File: config.mk
export PLATFORM = sky130hd
export DESIGN_NAME = lpc_index_bitstream_packer
export DESIGN_NICKNAME = d
export VERILOG_FILES = /design/src/hdl/lipk_pkg.sv /design/src/hdl/lipk_front.sv /design/src/hdl/lipk_fifo.sv /design/src/hdl/lipk_back.sv /design/src/hdl/lpc_index_bitstream_packer.sv
export SDC_FILE = /design/constraint.sdc
export NUM_CORES = 1
export LEC_CHECK = 0
export ABC_CLOCK_PERIOD_IN_PS = 8500
export BUFFER_PORTS_ARGS = -buffer_cell sky130_fd_sc_hd__buf_2
export CORE_MARGIN = 2
export CORE_UTILIZATION = 40
export DETAILED_ROUTE_END_ITERATION = 10
export HOLD_SLACK_MARGIN = 0.1
export RECOVER_POWER = 100
export SLEW_MARGIN = 0
export SYNTH_ARGS = -nofsm -noshare
export SYNTH_HDL_FRONTEND = slang
export SYNTH_SLANG_ARGS = --single-unit
File: constraint.sdc
create_clock -name clk -period 8.5 [get_ports clk]
set_clock_uncertainty 0.1 [all_clocks]
set_input_delay 1.7 -clock clk [delete_from_list [all_inputs] [get_ports clk]]
set_output_delay 1.7 -clock clk [all_outputs]
set_load 0.01 [all_outputs]
File: src/hdl/lipk_pkg.sv
// Shared types, constants and helpers for the LPC index bitstream packer.
`timescale 1ns / 1ps

package lipk_pkg;

    localparam int MAX_QN     = 36;
    localparam int FIELD_W    = 36;
    localparam int QN_LIMIT   = (MAX_QN > FIELD_W) ? FIELD_W : MAX_QN;
    localparam int QN_W       = 6;
    localparam int LEN_W      = 6;
    localparam int WORD_W     = 16;
    localparam int LIT_W      = 16;
    localparam int SLOTS      = 4;
    localparam int VEC_W      = 3;
    localparam int QDEPTH     = 2;
    localparam int QPTR_W     = $clog2(QDEPTH);
    localparam int QCNT_W     = QPTR_W + 1;
    localparam int FRAMES_W   = 3;
    localparam int CFG_ADDR_W = 3;
    localparam int CFG_DATA_W = 32;

    localparam logic [FRAMES_W-1:0] FRAMES_TWO   = 3'd2;
    localparam logic [FRAMES_W-1:0] FRAMES_FOUR  = 3'd4;
    localparam logic [FRAMES_W-1:0] FRAMES_RESET = FRAMES_FOUR;

    localparam logic REG_FRAMES = 1'b0;

    localparam logic [VEC_W-1:0] VEC_LAST = 3'd7;

    localparam logic [1:0] MODE0 = 2'd0;
    localparam logic [1:0] MODE1 = 2'd1;
    localparam logic [1:0] MODE2 = 2'd2;
    localparam logic [1:0] MODE3 = 2'd3;

    localparam logic [1:0] SPLIT_PLAIN = 2'd0;
    localparam logic [1:0] SPLIT_UNARY = 2'd1;
    localparam logic [1:0] SPLIT_LONG  = 2'd2;
    localparam logic [1:0] SPLIT_MID   = 2'd3;

    typedef enum logic [2:0] {
        SET_ABS,
        SET_FIRST,
        SET_MIDDLE,
        SET_SECOND,
        SET_THIRD
    } set_pos_t;

    typedef enum logic [2:0] {
        FLD_HEAD,
        FLD_ABS,
        FLD_QN0,
        FLD_QN1,
        FLD_BASE,
        FLD_VOR
    } field_pos_t;

    typedef struct packed {
        logic longext;
        logic third;
        logic second;
        logic middle;
        logic first;
    } frame_flags_t;

    typedef struct packed {
        logic [WORD_W-1:0] param_word;
        logic              first_lpd;
        logic [1:0]        mode_first;
        logic [1:0]        mode_third;
    } param_item_t;

    typedef struct packed {
        logic [FIELD_W-1:0] field_value;
        logic [LEN_W-1:0]   field_length;
        logic               last_of_frame;
        logic               qn_clamped;
    } field_item_t;

    typedef struct packed {
        logic             valid;
        logic             unary;
        logic [LEN_W-1:0] len;
        logic [LIT_W-1:0] lit;
        logic             clamped;
    } field_desc_t;

    typedef struct packed {
        field_desc_t [SLOTS-1:0] slot;
        logic                    last;
    } lpc_cmd_t;

    function automatic logic [FIELD_W-1:0] low_mask(input logic [LEN_W-1:0] len);
        logic [FIELD_W:0] m;
        m = ({{FIELD_W{1'b0}}, 1'b1} << len) - {{FIELD_W{1'b0}}, 1'b1};
        return m[FIELD_W-1:0];
    endfunction

endpackage

File: src/hdl/lipk_front.sv
// Front end: parses parameter words and builds per-item field commands.
`timescale 1ns / 1ps

module lipk_front (
    input  logic                              clk,
    input  logic                              rst_n,
    input  logic [lipk_pkg::FRAMES_W-1:0]     frames,
    input  logic                              item_valid,
    input  lipk_pkg::param_item_t             item,
    output logic                              item_stall,
    input  logic                              queue_full,
    output logic                              cmd_valid,
    output lipk_pkg::lpc_cmd_t                cmd
);

    lipk_pkg::set_pos_t     set_reg, set_next;
    lipk_pkg::field_pos_t   fld_reg, fld_next;
    logic [lipk_pkg::VEC_W-1:0] vec_reg, vec_next;
    logic                   half_reg, half_next;
    logic [1:0]             split_reg, split_next;
    logic [lipk_pkg::QN_W-1:0] qn_first_reg, qn_first_next;
    logic [lipk_pkg::QN_W-1:0] qn_second_reg, qn_second_next;
    lipk_pkg::frame_flags_t flags_reg, flags_next;
    logic                   clamp_reg, clamp_next;

    logic                   accept;
    logic [lipk_pkg::WORD_W-1:0] w;
    logic [1:0]             mode;
    logic                   frame_start;
    lipk_pkg::frame_flags_t flags_new;
    lipk_pkg::frame_flags_t flags_eff;
    logic                   written;
    logic                   sat;
    logic [lipk_pkg::QN_W-1:0] qn_in;
    logic [lipk_pkg::QN_W-1:0] qn_cur;
    logic [lipk_pkg::QN_W-1:0] nk_cur;
    logic [lipk_pkg::QN_W-1:0] n_cur;
    logic [lipk_pkg::LEN_W-1:0] base_len;
    logic                   long_rule;
    logic                   clamp_any;
    logic                   finish;
    logic                   cmd_any;
    lipk_pkg::lpc_cmd_t     cmd_c;

    function automatic lipk_pkg::field_desc_t lit_field(
        input logic [lipk_pkg::LEN_W-1:0] len,
        input logic [lipk_pkg::LIT_W-1:0] lit,
        input logic                       clamped
    );
        lipk_pkg::field_desc_t d;
        d.valid   = (len != '0);
        d.unary   = 1'b0;
        d.len     = len;
        d.lit     = lit;
        d.clamped = clamped;
        return d;
    endfunction

    function automatic lipk_pkg::field_desc_t unary_field(
        input logic [lipk_pkg::LEN_W-1:0] len,
        input logic                       clamped
    );
        lipk_pkg::field_desc_t d;
        d.valid   = 1'b1;
        d.unary   = 1'b1;
        d.len     = len;
        d.lit     = '0;
        d.clamped = clamped;
        return d;
    endfunction

    function automatic lipk_pkg::field_desc_t unary_qn(
        input logic [lipk_pkg::QN_W-1:0] qn,
        input logic                      clamped
    );
        logic [lipk_pkg::LEN_W-1:0] len;
        len = (qn > 6'd1) ? lipk_pkg::LEN_W'(qn) : 6'd1;
        return unary_field(len, clamped);
    endfunction

    function automatic lipk_pkg::field_desc_t qn_code(
        input logic [lipk_pkg::QN_W-1:0] qn,
        input logic                      clamped
    );
        logic [1:0] code;
        code = (qn >= 6'd2 && qn <= 6'd5) ? (qn[1:0] - 2'd2) : 2'd3;
        return lit_field(6'd2, {14'b0, code}, clamped);
    endfunction

    function automatic lipk_pkg::field_desc_t qn_ext(
        input logic [lipk_pkg::QN_W-1:0] qn,
        input logic                      long_ext,
        input logic                      clamped
    );
        lipk_pkg::field_desc_t d;
        d = '0;
        if (long_ext)
        begin
            if (qn > 6'd4)
                d = unary_field(lipk_pkg::LEN_W'(qn - 6'd3), clamped);
            else if (qn == 6'd0)
                d = lit_field(6'd1, 16'd0, clamped);
        end
        else
        begin
            priority if (qn == 6'd5)
                d = lit_field(6'd1, 16'd0, clamped);
            else if (qn == 6'd6)
                d = lit_field(6'd2, 16'd2, clamped);
            else if (qn == 6'd0)
                d = lit_field(6'd3, 16'd6, clamped);
            else if (qn > 6'd4)
                d = unary_field(lipk_pkg::LEN_W'(qn - 6'd3), clamped);
            else
                d = '0;
        end
        return d;
    endfunction

    assign accept      = item_valid && !queue_full;
    assign item_stall  = queue_full;
    assign w           = item.param_word;
    assign mode        = w[1:0];
    assign frame_start = (set_reg == lipk_pkg::SET_ABS) && (fld_reg == lipk_pkg::FLD_HEAD);

    always_comb
    begin
        flags_new.first   = item.first_lpd;
        flags_new.middle  = (frames == lipk_pkg::FRAMES_FOUR) && (item.mode_first != lipk_pkg::MODE3);
        flags_new.second  = (item.mode_first == lipk_pkg::MODE0) ||
                            (item.mode_first == lipk_pkg::MODE1);
        flags_new.third   = (frames != lipk_pkg::FRAMES_TWO) &&
                            ((item.mode_third == lipk_pkg::MODE0) ||
                             (item.mode_third == lipk_pkg::MODE1));
        flags_new.longext = (frames != lipk_pkg::FRAMES_TWO);
    end

    assign flags_eff = frame_start ? flags_new : flags_reg;

    always_comb
    begin
        unique case (set_reg)
            lipk_pkg::SET_MIDDLE: written = flags_eff.middle;
            lipk_pkg::SET_SECOND: written = flags_eff.second;
            lipk_pkg::SET_THIRD:  written = flags_eff.third;
            default:              written = 1'b1;
        endcase
    end

    assign sat   = (w > lipk_pkg::WORD_W'(lipk_pkg::QN_LIMIT));
    assign qn_in = sat ? lipk_pkg::QN_W'(lipk_pkg::QN_LIMIT) : w[lipk_pkg::QN_W-1:0];

    assign qn_cur    = half_reg ? qn_second_reg : qn_first_reg;
    assign nk_cur    = (qn_cur > 6'd4) ? ((qn_cur - 6'd3) >> 1) : '0;
    assign n_cur     = qn_cur - {nk_cur[lipk_pkg::QN_W-2:0], 1'b0};
    assign base_len  = {n_cur[3:0], 2'b00};
    assign long_rule = (split_reg == lipk_pkg::SPLIT_LONG) && flags_eff.longext;
    assign clamp_any = clamp_reg | sat;

    always_comb
    begin
        set_next       = set_reg;
        fld_next       = fld_reg;
        vec_next       = vec_reg;
        half_next      = half_reg;
        split_next     = split_reg;
        qn_first_next  = qn_first_reg;
        qn_second_next = qn_second_reg;
        clamp_next     = clamp_reg;
        flags_next     = flags_eff;
        cmd_c          = '0;
        finish         = 1'b0;

        unique case (fld_reg)
            lipk_pkg::FLD_HEAD:
            begin
                if (set_reg == lipk_pkg::SET_ABS)
                begin
                    split_next       = lipk_pkg::SPLIT_PLAIN;
                    cmd_c.slot[0]    = lit_field(6'd8, {8'b0, w[7:0]}, 1'b0);
                    fld_next         = lipk_pkg::FLD_QN0;
                end
                else
                begin
                    if (written)
                    begin
                        unique case (set_reg)
                            lipk_pkg::SET_FIRST, lipk_pkg::SET_MIDDLE:
                            begin
                                cmd_c.slot[0] = lit_field(6'd1, {15'b0, mode[0]}, 1'b0);
                                split_next    = lipk_pkg::SPLIT_MID;
                            end
                            lipk_pkg::SET_SECOND:
                            begin
                                unique case (mode)
                                    lipk_pkg::MODE2:
                                    begin
                                        cmd_c.slot[0] = lit_field(6'd1, 16'd0, 1'b0);
                                        split_next    = lipk_pkg::SPLIT_LONG;
                                    end
                                    lipk_pkg::MODE1:
                                    begin
                                        cmd_c.slot[0] = lit_field(6'd2, 16'd3, 1'b0);
                                        split_next    = lipk_pkg::SPLIT_UNARY;
                                    end
                                    lipk_pkg::MODE0:
                                    begin
                                        cmd_c.slot[0] = lit_field(6'd2, 16'd2, 1'b0);
                                        split_next    = lipk_pkg::SPLIT_PLAIN;
                                    end
                                    default:
                                        split_next    = lipk_pkg::SPLIT_MID;
                                endcase
                            end
                            default:
                            begin
                                unique case (mode)
                                    lipk_pkg::MODE0:
                                    begin
                                        cmd_c.slot[0] = lit_field(6'd2, 16'd2, 1'b0);
                                        split_next    = lipk_pkg::SPLIT_PLAIN;
                                    end
                                    lipk_pkg::MODE1:
                                    begin
                                        cmd_c.slot[0] = lit_field(6'd1, 16'd0, 1'b0);
                                        split_next    = lipk_pkg::SPLIT_UNARY;
                                    end
                                    lipk_pkg::MODE2:
                                    begin
                                        cmd_c.slot[0] = lit_field(6'd3, 16'd6, 1'b0);
                                        split_next    = lipk_pkg::SPLIT_LONG;
                                    end
                                    default:
                                    begin
                                        cmd_c.slot[0] = lit_field(6'd3, 16'd7, 1'b0);
                                        split_next    = lipk_pkg::SPLIT_LONG;
                                    end
                                endcase
                            end
                        endcase
                    end
                    priority if (!written && set_reg != lipk_pkg::SET_SECOND)
                        finish = 1'b1;
                    else if (set_reg == lipk_pkg::SET_SECOND && mode == lipk_pkg::MODE1)
                        finish = 1'b1;
                    else
                        fld_next = (mode == lipk_pkg::MODE0) ? lipk_pkg::FLD_ABS
                                                             : lipk_pkg::FLD_QN0;
                end
            end
            lipk_pkg::FLD_ABS:
            begin
                if (written)
                    cmd_c.slot[0] = lit_field(6'd8, {8'b0, w[7:0]}, 1'b0);
                fld_next = lipk_pkg::FLD_QN0;
            end
            lipk_pkg::FLD_QN0:
            begin
                qn_first_next = qn_in;
                clamp_next    = sat;
                fld_next      = lipk_pkg::FLD_QN1;
            end
            lipk_pkg::FLD_QN1:
            begin
                qn_second_next = qn_in;
                if (written)
                begin
                    if (split_reg == lipk_pkg::SPLIT_UNARY)
                    begin
                        cmd_c.slot[0] = unary_qn(qn_first_reg, clamp_any);
                        cmd_c.slot[1] = unary_qn(qn_in, clamp_any);
                    end
                    else
                    begin
                        cmd_c.slot[0] = qn_code(qn_first_reg, clamp_any);
                        cmd_c.slot[1] = qn_code(qn_in, clamp_any);
                        cmd_c.slot[2] = qn_ext(qn_first_reg, long_rule, clamp_any);
                        cmd_c.slot[3] = qn_ext(qn_in, long_rule, clamp_any);
                    end
                end
                clamp_next = 1'b0;
                vec_next   = '0;
                priority if (qn_first_reg != '0)
                begin
                    half_next = 1'b0;
                    fld_next  = lipk_pkg::FLD_BASE;
                end
                else if (qn_in != '0)
                begin
                    half_next = 1'b1;
                    fld_next  = lipk_pkg::FLD_BASE;
                end
                else
                    finish = 1'b1;
            end
            lipk_pkg::FLD_BASE:
            begin
                if (written)
                    cmd_c.slot[0] = lit_field(base_len, w, 1'b0);
                vec_next = '0;
                fld_next = lipk_pkg::FLD_VOR;
            end
            default:
            begin
                if (written)
                    cmd_c.slot[0] = lit_field(lipk_pkg::LEN_W'(nk_cur), w, 1'b0);
                vec_next = vec_reg + 1'b1;
                if (vec_reg == lipk_pkg::VEC_LAST)
                begin
                    vec_next = '0;
                    if (!half_reg && qn_second_reg != '0)
                    begin
                        half_next = 1'b1;
                        fld_next  = lipk_pkg::FLD_BASE;
                    end
                    else
                        finish = 1'b1;
                end
            end
        endcase

        if (finish)
        begin
            fld_next  = lipk_pkg::FLD_HEAD;
            vec_next  = '0;
            half_next = 1'b0;
            unique case (set_reg)
                lipk_pkg::SET_ABS:
                    set_next = flags_eff.first ? lipk_pkg::SET_FIRST : lipk_pkg::SET_MIDDLE;
                lipk_pkg::SET_FIRST:  set_next = lipk_pkg::SET_MIDDLE;
                lipk_pkg::SET_MIDDLE: set_next = lipk_pkg::SET_SECOND;
                lipk_pkg::SET_SECOND: set_next = lipk_pkg::SET_THIRD;
                default:
                begin
                    set_next   = lipk_pkg::SET_ABS;
                    cmd_c.last = 1'b1;
                end
            endcase
        end

        cmd_any = cmd_c.last;
        for (int i = 0; i < lipk_pkg::SLOTS; i++)
            cmd_any = cmd_any | cmd_c.slot[i].valid;
    end

    assign cmd       = cmd_c;
    assign cmd_valid = accept && cmd_any;

    always_ff @(posedge clk or negedge rst_n)
    begin
        if (!rst_n)
        begin
            set_reg       <= lipk_pkg::SET_ABS;
            fld_reg       <= lipk_pkg::FLD_HEAD;
            vec_reg       <= '0;
            half_reg      <= 1'b0;
            split_reg     <= lipk_pkg::SPLIT_PLAIN;
            qn_first_reg  <= '0;
            qn_second_reg <= '0;
            flags_reg     <= '0;
            clamp_reg     <= 1'b0;
        end
        else if (accept)
        begin
            set_reg       <= set_next;
            fld_reg       <= fld_next;
            vec_reg       <= vec_next;
            half_reg      <= half_next;
            split_reg     <= split_next;
            qn_first_reg  <= qn_first_next;
            qn_second_reg <= qn_second_next;
            flags_reg     <= flags_next;
            clamp_reg     <= clamp_next;
        end
    end

endmodule

File: src/hdl/lipk_fifo.sv
// Command queue between the front end and the field sequencer.
`timescale 1ns / 1ps

module lipk_fifo (
    input  logic               clk,
    input  logic               rst_n,
    input  logic               push,
    input  lipk_pkg::lpc_cmd_t wr_cmd,
    output logic               full,
    input  logic               pop,
    output logic               not_empty,
    output lipk_pkg::lpc_cmd_t rd_cmd
);

    lipk_pkg::lpc_cmd_t             mem [lipk_pkg::QDEPTH];
    logic [lipk_pkg::QPTR_W-1:0]    wr_ptr_reg;
    logic [lipk_pkg::QPTR_W-1:0]    rd_ptr_reg;
    logic [lipk_pkg::QCNT_W-1:0]    count_reg, count_next;

    assign full      = (count_reg == lipk_pkg::QCNT_W'(lipk_pkg::QDEPTH));
    assign not_empty = (count_reg != '0);
    assign rd_cmd    = mem[rd_ptr_reg];

    always_comb
    begin
        unique case ({push, pop})
            2'b10:   count_next = count_reg + 1'b1;
            2'b01:   count_next = count_reg - 1'b1;
            default: count_next = count_reg;
        endcase
    end

    always_ff @(posedge clk)
    begin
        if (push)
            mem[wr_ptr_reg] <= wr_cmd;
    end

    always_ff @(posedge clk or negedge rst_n)
    begin
        if (!rst_n)
        begin
            wr_ptr_reg <= '0;
            rd_ptr_reg <= '0;
            count_reg  <= '0;
        end
        else
        begin
            if (push)
                wr_ptr_reg <= wr_ptr_reg + 1'b1;
            if (pop)
                rd_ptr_reg <= rd_ptr_reg + 1'b1;
            count_reg <= count_next;
        end
    end

`ifndef SYNTHESIS
    a_no_overflow: assert property (@(posedge clk) disable iff (!rst_n)
        push |-> !full)
        else $error("command pushed into full queue");

    a_no_underflow: assert property (@(posedge clk) disable iff (!rst_n)
        pop |-> not_empty)
        else $error("command popped from empty queue");
`endif

endmodule

File: src/hdl/lipk_back.sv
// Field sequencer: expands queued commands into one output field per cycle while the output is not stalled.
`timescale 1ns / 1ps

module lipk_back (
    input  logic                  clk,
    input  logic                  rst_n,
    input  logic                  head_valid,
    input  lipk_pkg::lpc_cmd_t    head,
    output logic                  pop,
    output logic                  out_valid,
    output lipk_pkg::field_item_t out_item,
    input  logic                  out_stall
);

    logic [lipk_pkg::SLOTS:0] done_reg, done_next;
    logic                     out_valid_reg, out_valid_next;
    lipk_pkg::field_item_t    out_item_reg, out_item_next;

    logic [lipk_pkg::SLOTS:0] all_bits;
    logic [lipk_pkg::SLOTS:0] pending;
    logic [lipk_pkg::SLOTS:0] pick;
    logic [lipk_pkg::SLOTS:0] rest;
    logic                     out_load;
    logic                     advance;
    lipk_pkg::field_desc_t    sel;
    logic [lipk_pkg::FIELD_W-1:0] mask;

    always_comb
    begin
        all_bits[lipk_pkg::SLOTS] = head.last;
        for (int i = 0; i < lipk_pkg::SLOTS; i++)
            all_bits[i] = head.slot[i].valid;
    end

    assign pending  = all_bits & ~done_reg;
    assign pick     = pending & (~pending + 1'b1);
    assign rest     = pending & ~pick;
    assign out_load = !out_valid_reg || !out_stall;
    assign advance  = out_load && head_valid;
    assign pop      = advance && (rest == '0);

    always_comb
    begin
        sel = '0;
        for (int i = 0; i < lipk_pkg::SLOTS; i++)
            if (pick[i])
                sel = head.slot[i];
    end

    assign mask = lipk_pkg::low_mask(sel.len);

    always_comb
    begin
        out_item_next = out_item_reg;
        out_valid_next = out_valid_reg;
        done_next = done_reg;
        if (advance)
        begin
            out_valid_next = 1'b1;
            if (pick[lipk_pkg::SLOTS])
            begin
                out_item_next.field_value   = '0;
                out_item_next.field_length  = '0;
                out_item_next.last_of_frame = 1'b1;
                out_item_next.qn_clamped    = 1'b0;
            end
            else
            begin
                out_item_next.field_value   = sel.unary
                    ? (mask & ~{{(lipk_pkg::FIELD_W-1){1'b0}}, 1'b1})
                    : ({{(lipk_pkg::FIELD_W-lipk_pkg::LIT_W){1'b0}}, sel.lit} & mask);
                out_item_next.field_length  = sel.len;
                out_item_next.last_of_frame = 1'b0;
                out_item_next.qn_clamped    = sel.clamped;
            end
            done_next = (rest == '0) ? '0 : (done_reg | pick);
        end
        else if (out_load)
            out_valid_next = 1'b0;
    end

    always_ff @(posedge clk)
    begin
        out_item_reg <= out_item_next;
    end

    always_ff @(posedge clk or negedge rst_n)
    begin
        if (!rst_n)
        begin
            out_valid_reg <= 1'b0;
            done_reg      <= '0;
        end
        else
        begin
            out_valid_reg <= out_valid_next;
            done_reg      <= done_next;
        end
    end

    assign out_valid = out_valid_reg;
    assign out_item  = out_item_reg;

`ifndef SYNTHESIS
    a_head_has_work: assert property (@(posedge clk) disable iff (!rst_n)
        head_valid |-> (pending != '0))
        else $error("queued command with no fields left");

    a_zero_len_is_marker: assert property (@(posedge clk) disable iff (!rst_n)
        (out_valid_reg && out_item_reg.field_length == '0) |-> out_item_reg.last_of_frame)
        else $error("zero-length field that is not an end marker");

    a_marker_clean: assert property (@(posedge clk) disable iff (!rst_n)
        (out_valid_reg && out_item_reg.last_of_frame) |->
            (out_item_reg.field_value == '0 && out_item_reg.field_length == '0 &&
             !out_item_reg.qn_clamped))
        else $error("end marker carries data");

    a_len_bound: assert property (@(posedge clk) disable iff (!rst_n)
        out_valid_reg |-> (out_item_reg.field_length <= lipk_pkg::LEN_W'(lipk_pkg::FIELD_W)))
        else $error("field length beyond field width");
`endif

endmodule

File: src/hdl/lpc_index_bitstream_packer.sv
// LPC index bitstream packer: top level with config register and submodules.
//
// Usage:
//   param channel: one LPC parameter word per item (param_valid/param_stall,
//   payload param_item). first_lpd, mode_first and mode_third are sampled on
//   the first word of a superframe and ignored otherwise.
//   field channel: one MSB-first bitstream field per item (field_valid/
//   field_stall, payload field_item); a zero-length item with last_of_frame
//   closes the superframe's LPC data.
//   APB register 0 (byte address 0): frames_per_superframe, 2 or 4.
// Timing: an input item is accepted in any cycle the two-entry command queue
//   has room. Its fields pass through the command queue and then the field
//   sequencer's output register. Each word yields zero to five fields; the
//   field sequencer issues one field per cycle while field_stall is low, and a
//   word with no field never enters the queue.
// Reset: parser at the start of the absolute set, frames_per_superframe = 4,
//   queue and output register empty.
// Stall: a stalled field item holds; the queue then fills and param_stall
//   rises until the sequencer drains an entry.
`timescale 1ns / 1ps

module lpc_index_bitstream_packer (
    input  logic                                 clk,
    input  logic                                 rst_n,
    input  logic                                 param_valid,
    output logic                                 param_stall,
    input  lipk_pkg::param_item_t                param_item,
    output logic                                 field_valid,
    input  logic                                 field_stall,
    output lipk_pkg::field_item_t                field_item,
    input  logic                                 psel,
    input  logic                                 penable,
    input  logic                                 pwrite,
    input  logic [lipk_pkg::CFG_ADDR_W-1:0]      paddr,
    input  logic [lipk_pkg::CFG_DATA_W-1:0]      pwdata,
    output logic [lipk_pkg::CFG_DATA_W-1:0]      prdata,
    output logic                                 pready
);

    logic [lipk_pkg::FRAMES_W-1:0] frames_reg;
    logic                          cfg_wr;
    logic                          queue_full;
    logic                          queue_not_empty;
    logic                          cmd_valid;
    logic                          pop;
    lipk_pkg::lpc_cmd_t            cmd;
    lipk_pkg::lpc_cmd_t            head;

    assign pready = 1'b1;
    assign cfg_wr = psel && penable && pwrite && pready &&
                    (paddr[lipk_pkg::CFG_ADDR_W-1] == lipk_pkg::REG_FRAMES);
    assign prdata = (paddr[lipk_pkg::CFG_ADDR_W-1] == lipk_pkg::REG_FRAMES)
                    ? {{(lipk_pkg::CFG_DATA_W-lipk_pkg::FRAMES_W){1'b0}}, frames_reg}
                    : '0;

    always_ff @(posedge clk or negedge rst_n)
    begin
        if (!rst_n)
            frames_reg <= lipk_pkg::FRAMES_RESET;
        else if (cfg_wr)
            frames_reg <= pwdata[lipk_pkg::FRAMES_W-1:0];
    end

    lipk_front u_front (
        .clk        (clk),
        .rst_n      (rst_n),
        .frames     (frames_reg),
        .item_valid (param_valid),
        .item       (param_item),
        .item_stall (param_stall),
        .queue_full (queue_full),
        .cmd_valid  (cmd_valid),
        .cmd        (cmd)
    );

    lipk_fifo u_fifo (
        .clk       (clk),
        .rst_n     (rst_n),
        .push      (cmd_valid),
        .wr_cmd    (cmd),
        .full      (queue_full),
        .pop       (pop),
        .not_empty (queue_not_empty),
        .rd_cmd    (head)
    );

    lipk_back u_back (
        .clk        (clk),
        .rst_n      (rst_n),
        .head_valid (queue_not_empty),
        .head       (head),
        .pop        (pop),
        .out_valid  (field_valid),
        .out_item   (field_item),
        .out_stall  (field_stall)
    );

endmodule
==> metrics <==
VDD IR-drop max=0.154 mV; GRT met1 Usage=0.267; violations in the final reports=capacitance limit, slew limit; GR peak layer=met2; antenna viol nets, final=0; met3 Usage GRT=0.0254; max reg flops=118; Die Footprint=28200 sq um; Slew Limit Fails=215; num ports=142; Area Growth Syn to Fin=11.1%; Synth async-reset ratio=0.210; drt total wl=27200 um; Lkg Pwr=4.46 nW; post-CTS resize count=0; largest net degree at the start of global routing=60; H-tree levels=1; slew margin rel.=-0.804; PD cells=425 nW/um^2; Final min period=6770 ps; critical path arrival=7020 ps; vias post-DR=7895; Post-Synthesis Cells=973; Die Ht=168 um; number of enable flip-flop cells after synthesis=162; Setup TNS Final=0 ps; Cell Area, Synth=10800 sq um; final-report hold violation count=0; status=finished with violations; Placeable Area=26700 sq um; leading area contributor after synthesis=edfxtp_1; Most common cell on crit path=nor3_1; layout cells sized above 1=0.114; hold path depth=2; Post-CTS Setup Inserts=0; Max FO, Critical Path=34; sequential share of power=0.352; reg2reg path depth=12; critical path class=register to register; worst-margin pin slew=2710 ps; clock buffer depth=3; fill cell count=2511; critical path endpoint category=register; Yosys cell types=89; design area=12000 sq um; synthesized flop and latch total=205; Syn Area/Cell=11.1 sq um; Via density=5.67; GPL Wtd Cong=0.871; IO Port Bufs=79; CTS tree=yes; Top FF cell, synth=edfxtp_1; post-layout net count=1113; CP max stage cell=dfrtp_1; unrepaired setup endpoints after global routing=false; CTS Buf Count=23; initial antenna violation count=1; drt drc=0; period utilisation layout=0.796; hpwl dp=18900 um; GRT Total Usage=0.190; routed length per instance=19.5 um; vias in the first global route=7427; fin worst setup slack=1730 ps; initial DRC count=748; CTS Sinks=205; clk slew on worst S/H paths=60 ps; first-pass GRT wire length=42300 um; crit path cell chain=buf_4 > mux2_1 > o211ai_4 > nor4_1 > nor3_1 > inv_1 > nor3_1 > nand3_1 > ha_1 > nor3_1 > nand4_1 > a31oi_1; grt total ovfl=0; Pre-Repair DR Iteration Count=7; Worst EP required=8750 ps; GR Util met2=0.310; Max Cap Viol=4; Internal Power=2.92 mW; Fmax=148 MHz; P_sw=2.17 mW; Comb power frac=0.447; Initial Util=0.403; YS warnings=0; multi-input logic area=4290 sq um; Setup WS pre-CTS=2500 ps; Clock Latency Late Sink=510 ps; Root Buffer Master=clkbuf_16; Power, Total=5.09 mW; top-area cell type share of the netlist area=0.452; row count=60; top cells by area, synth=edfxtp_1 (45%), dfrtp_1 (9.8%), nand2_1 (2.9%); post-synthesis sequential area ratio=0.552; Critical Path Start Type=register; Die X=168 um; fraction of power consumed by the clock network=0.201; cts hold-fix bufs=0; Hold/Removal Path Class=register to register; Max stage delay on crit path=1310 ps; final setup fails=0; Post-DP Area=11300 sq um; Net Sw Frac=0.426; Register Area=5940 sq um
[metal layers]
layer,vias to the layer above,part of all wire,wire [um]
met5,-,0,0
met4,0,0.026,700
met3,39,0.061,1660
met2,291,0.47,12900
met1,3826,0.44,12000
li1,3739,-,-
[cells in the mapped netlist, types with 10 or more instances]
cell,instances
nor3_1,37
o21ai_0,57
or3_1,11
inv_1,34
nor4_1,13
nand4_1,13
nand2_1,82
nor2_1,71
nand3_1,21
clkbuf_1,30
a21o_1,14
mux2i_1,26
buf_4,34
ha_1,16
mux2_2,22
and3_1,12
a21oi_1,58
dfrtp_1,42
nor2b_1,12
a31oi_1,17
a211oi_1,10
buf_2,13
edfxtp_1,162
[final timing paths]
kind                                 startpoint                  endpoint  slack, ps
max                           u_fifo.rd_ptr_reg       u_back.out_item[32]       1730
min                        u_front.flags_reg[1]      u_front.flags_reg[1]        380
max reg2reg                   u_fifo.rd_ptr_reg       u_back.out_item[32]       1730
min reg2reg                u_front.flags_reg[1]      u_front.flags_reg[1]        380
max in group asynchronous                 rst_n      u_front.flags_reg[1]       4850
min in group asynchronous                 rst_n  u_front.qn_second_reg[3]       1980
[critical path, delay by kind of cell, from the launching register on]
family | cells | cell delay, ps
AND/OR/NAND/NOR | 6 | 2530
flip-flops | 1 | 1310
buffers and inverters | 2 | 1210
adder cells (fa/ha/maj) | 1 | 590
multiplexers | 1 | 440
AO/OA/AOI/OAI | 2 | 380
[placed cells by master, fill, tap and decap left out, types with 26 or more instances in the layout]
master	instances
nand2_1	82
a21oi_1	57
o21ai_0	57
conb_1	30
buf_2	27
mux2i_1	26
clkbuf_1	60
inv_1	35
nor3_1	40
nor2_1	71
edfxtp_1	162
dfrtp_1	42
[layout make-up]
type                       count  area share
antenna                        1    0.000209
clock buffer                  30      0.0536
clock inverter                12      0.0117
inverter                      39      0.0122
multi-input combinational    675       0.358
sequential                   205       0.497
tap                          341      0.0357
timing repair buffer          89      0.0319
[power by group through the flow]
| stage | Clock, mW | Sequential [mW] | Combinational, mW |
|---|---|---|---|
| 3_5_place_dp | 0 | 1.80 | 2.33 |
| 4_1_cts | 1.04 | 1.78 | 2.34 |
| 5_1_grt | 1.08 | 1.83 | 2.50 |
| 6_report | 1.02 | 1.79 | 2.28 |
| 3_3_place_gp | 0 | 1.78 | 2.31 |
| 2_1_floorplan | 0 | 1.76 | 1.72 |
[kinds of logic after synthesis]
group | synth area share
simple gates | 0.152
compound gates | 0.153
flops | 0.552
buf+inv | 0.0583
mux | 0.0505
fa+ha+maj | 0.0214
xor+xnor | 0.0114
other cells | 0.000697
[per-stage QoR]
step | utilization | std cells | hold WS (ps)
2_1_floorplan | - | 1001 | 349
3_3_place_gp | 0.423 | 1349 | 364
3_5_place_dp | 0.423 | 1349 | 378
4_1_cts | 0.453 | 1391 | 391
5_1_grt | 0.448 | 1391 | 397
6_report | 0.448 | 1392 | 383
Power figures use the tool's default switching activity.
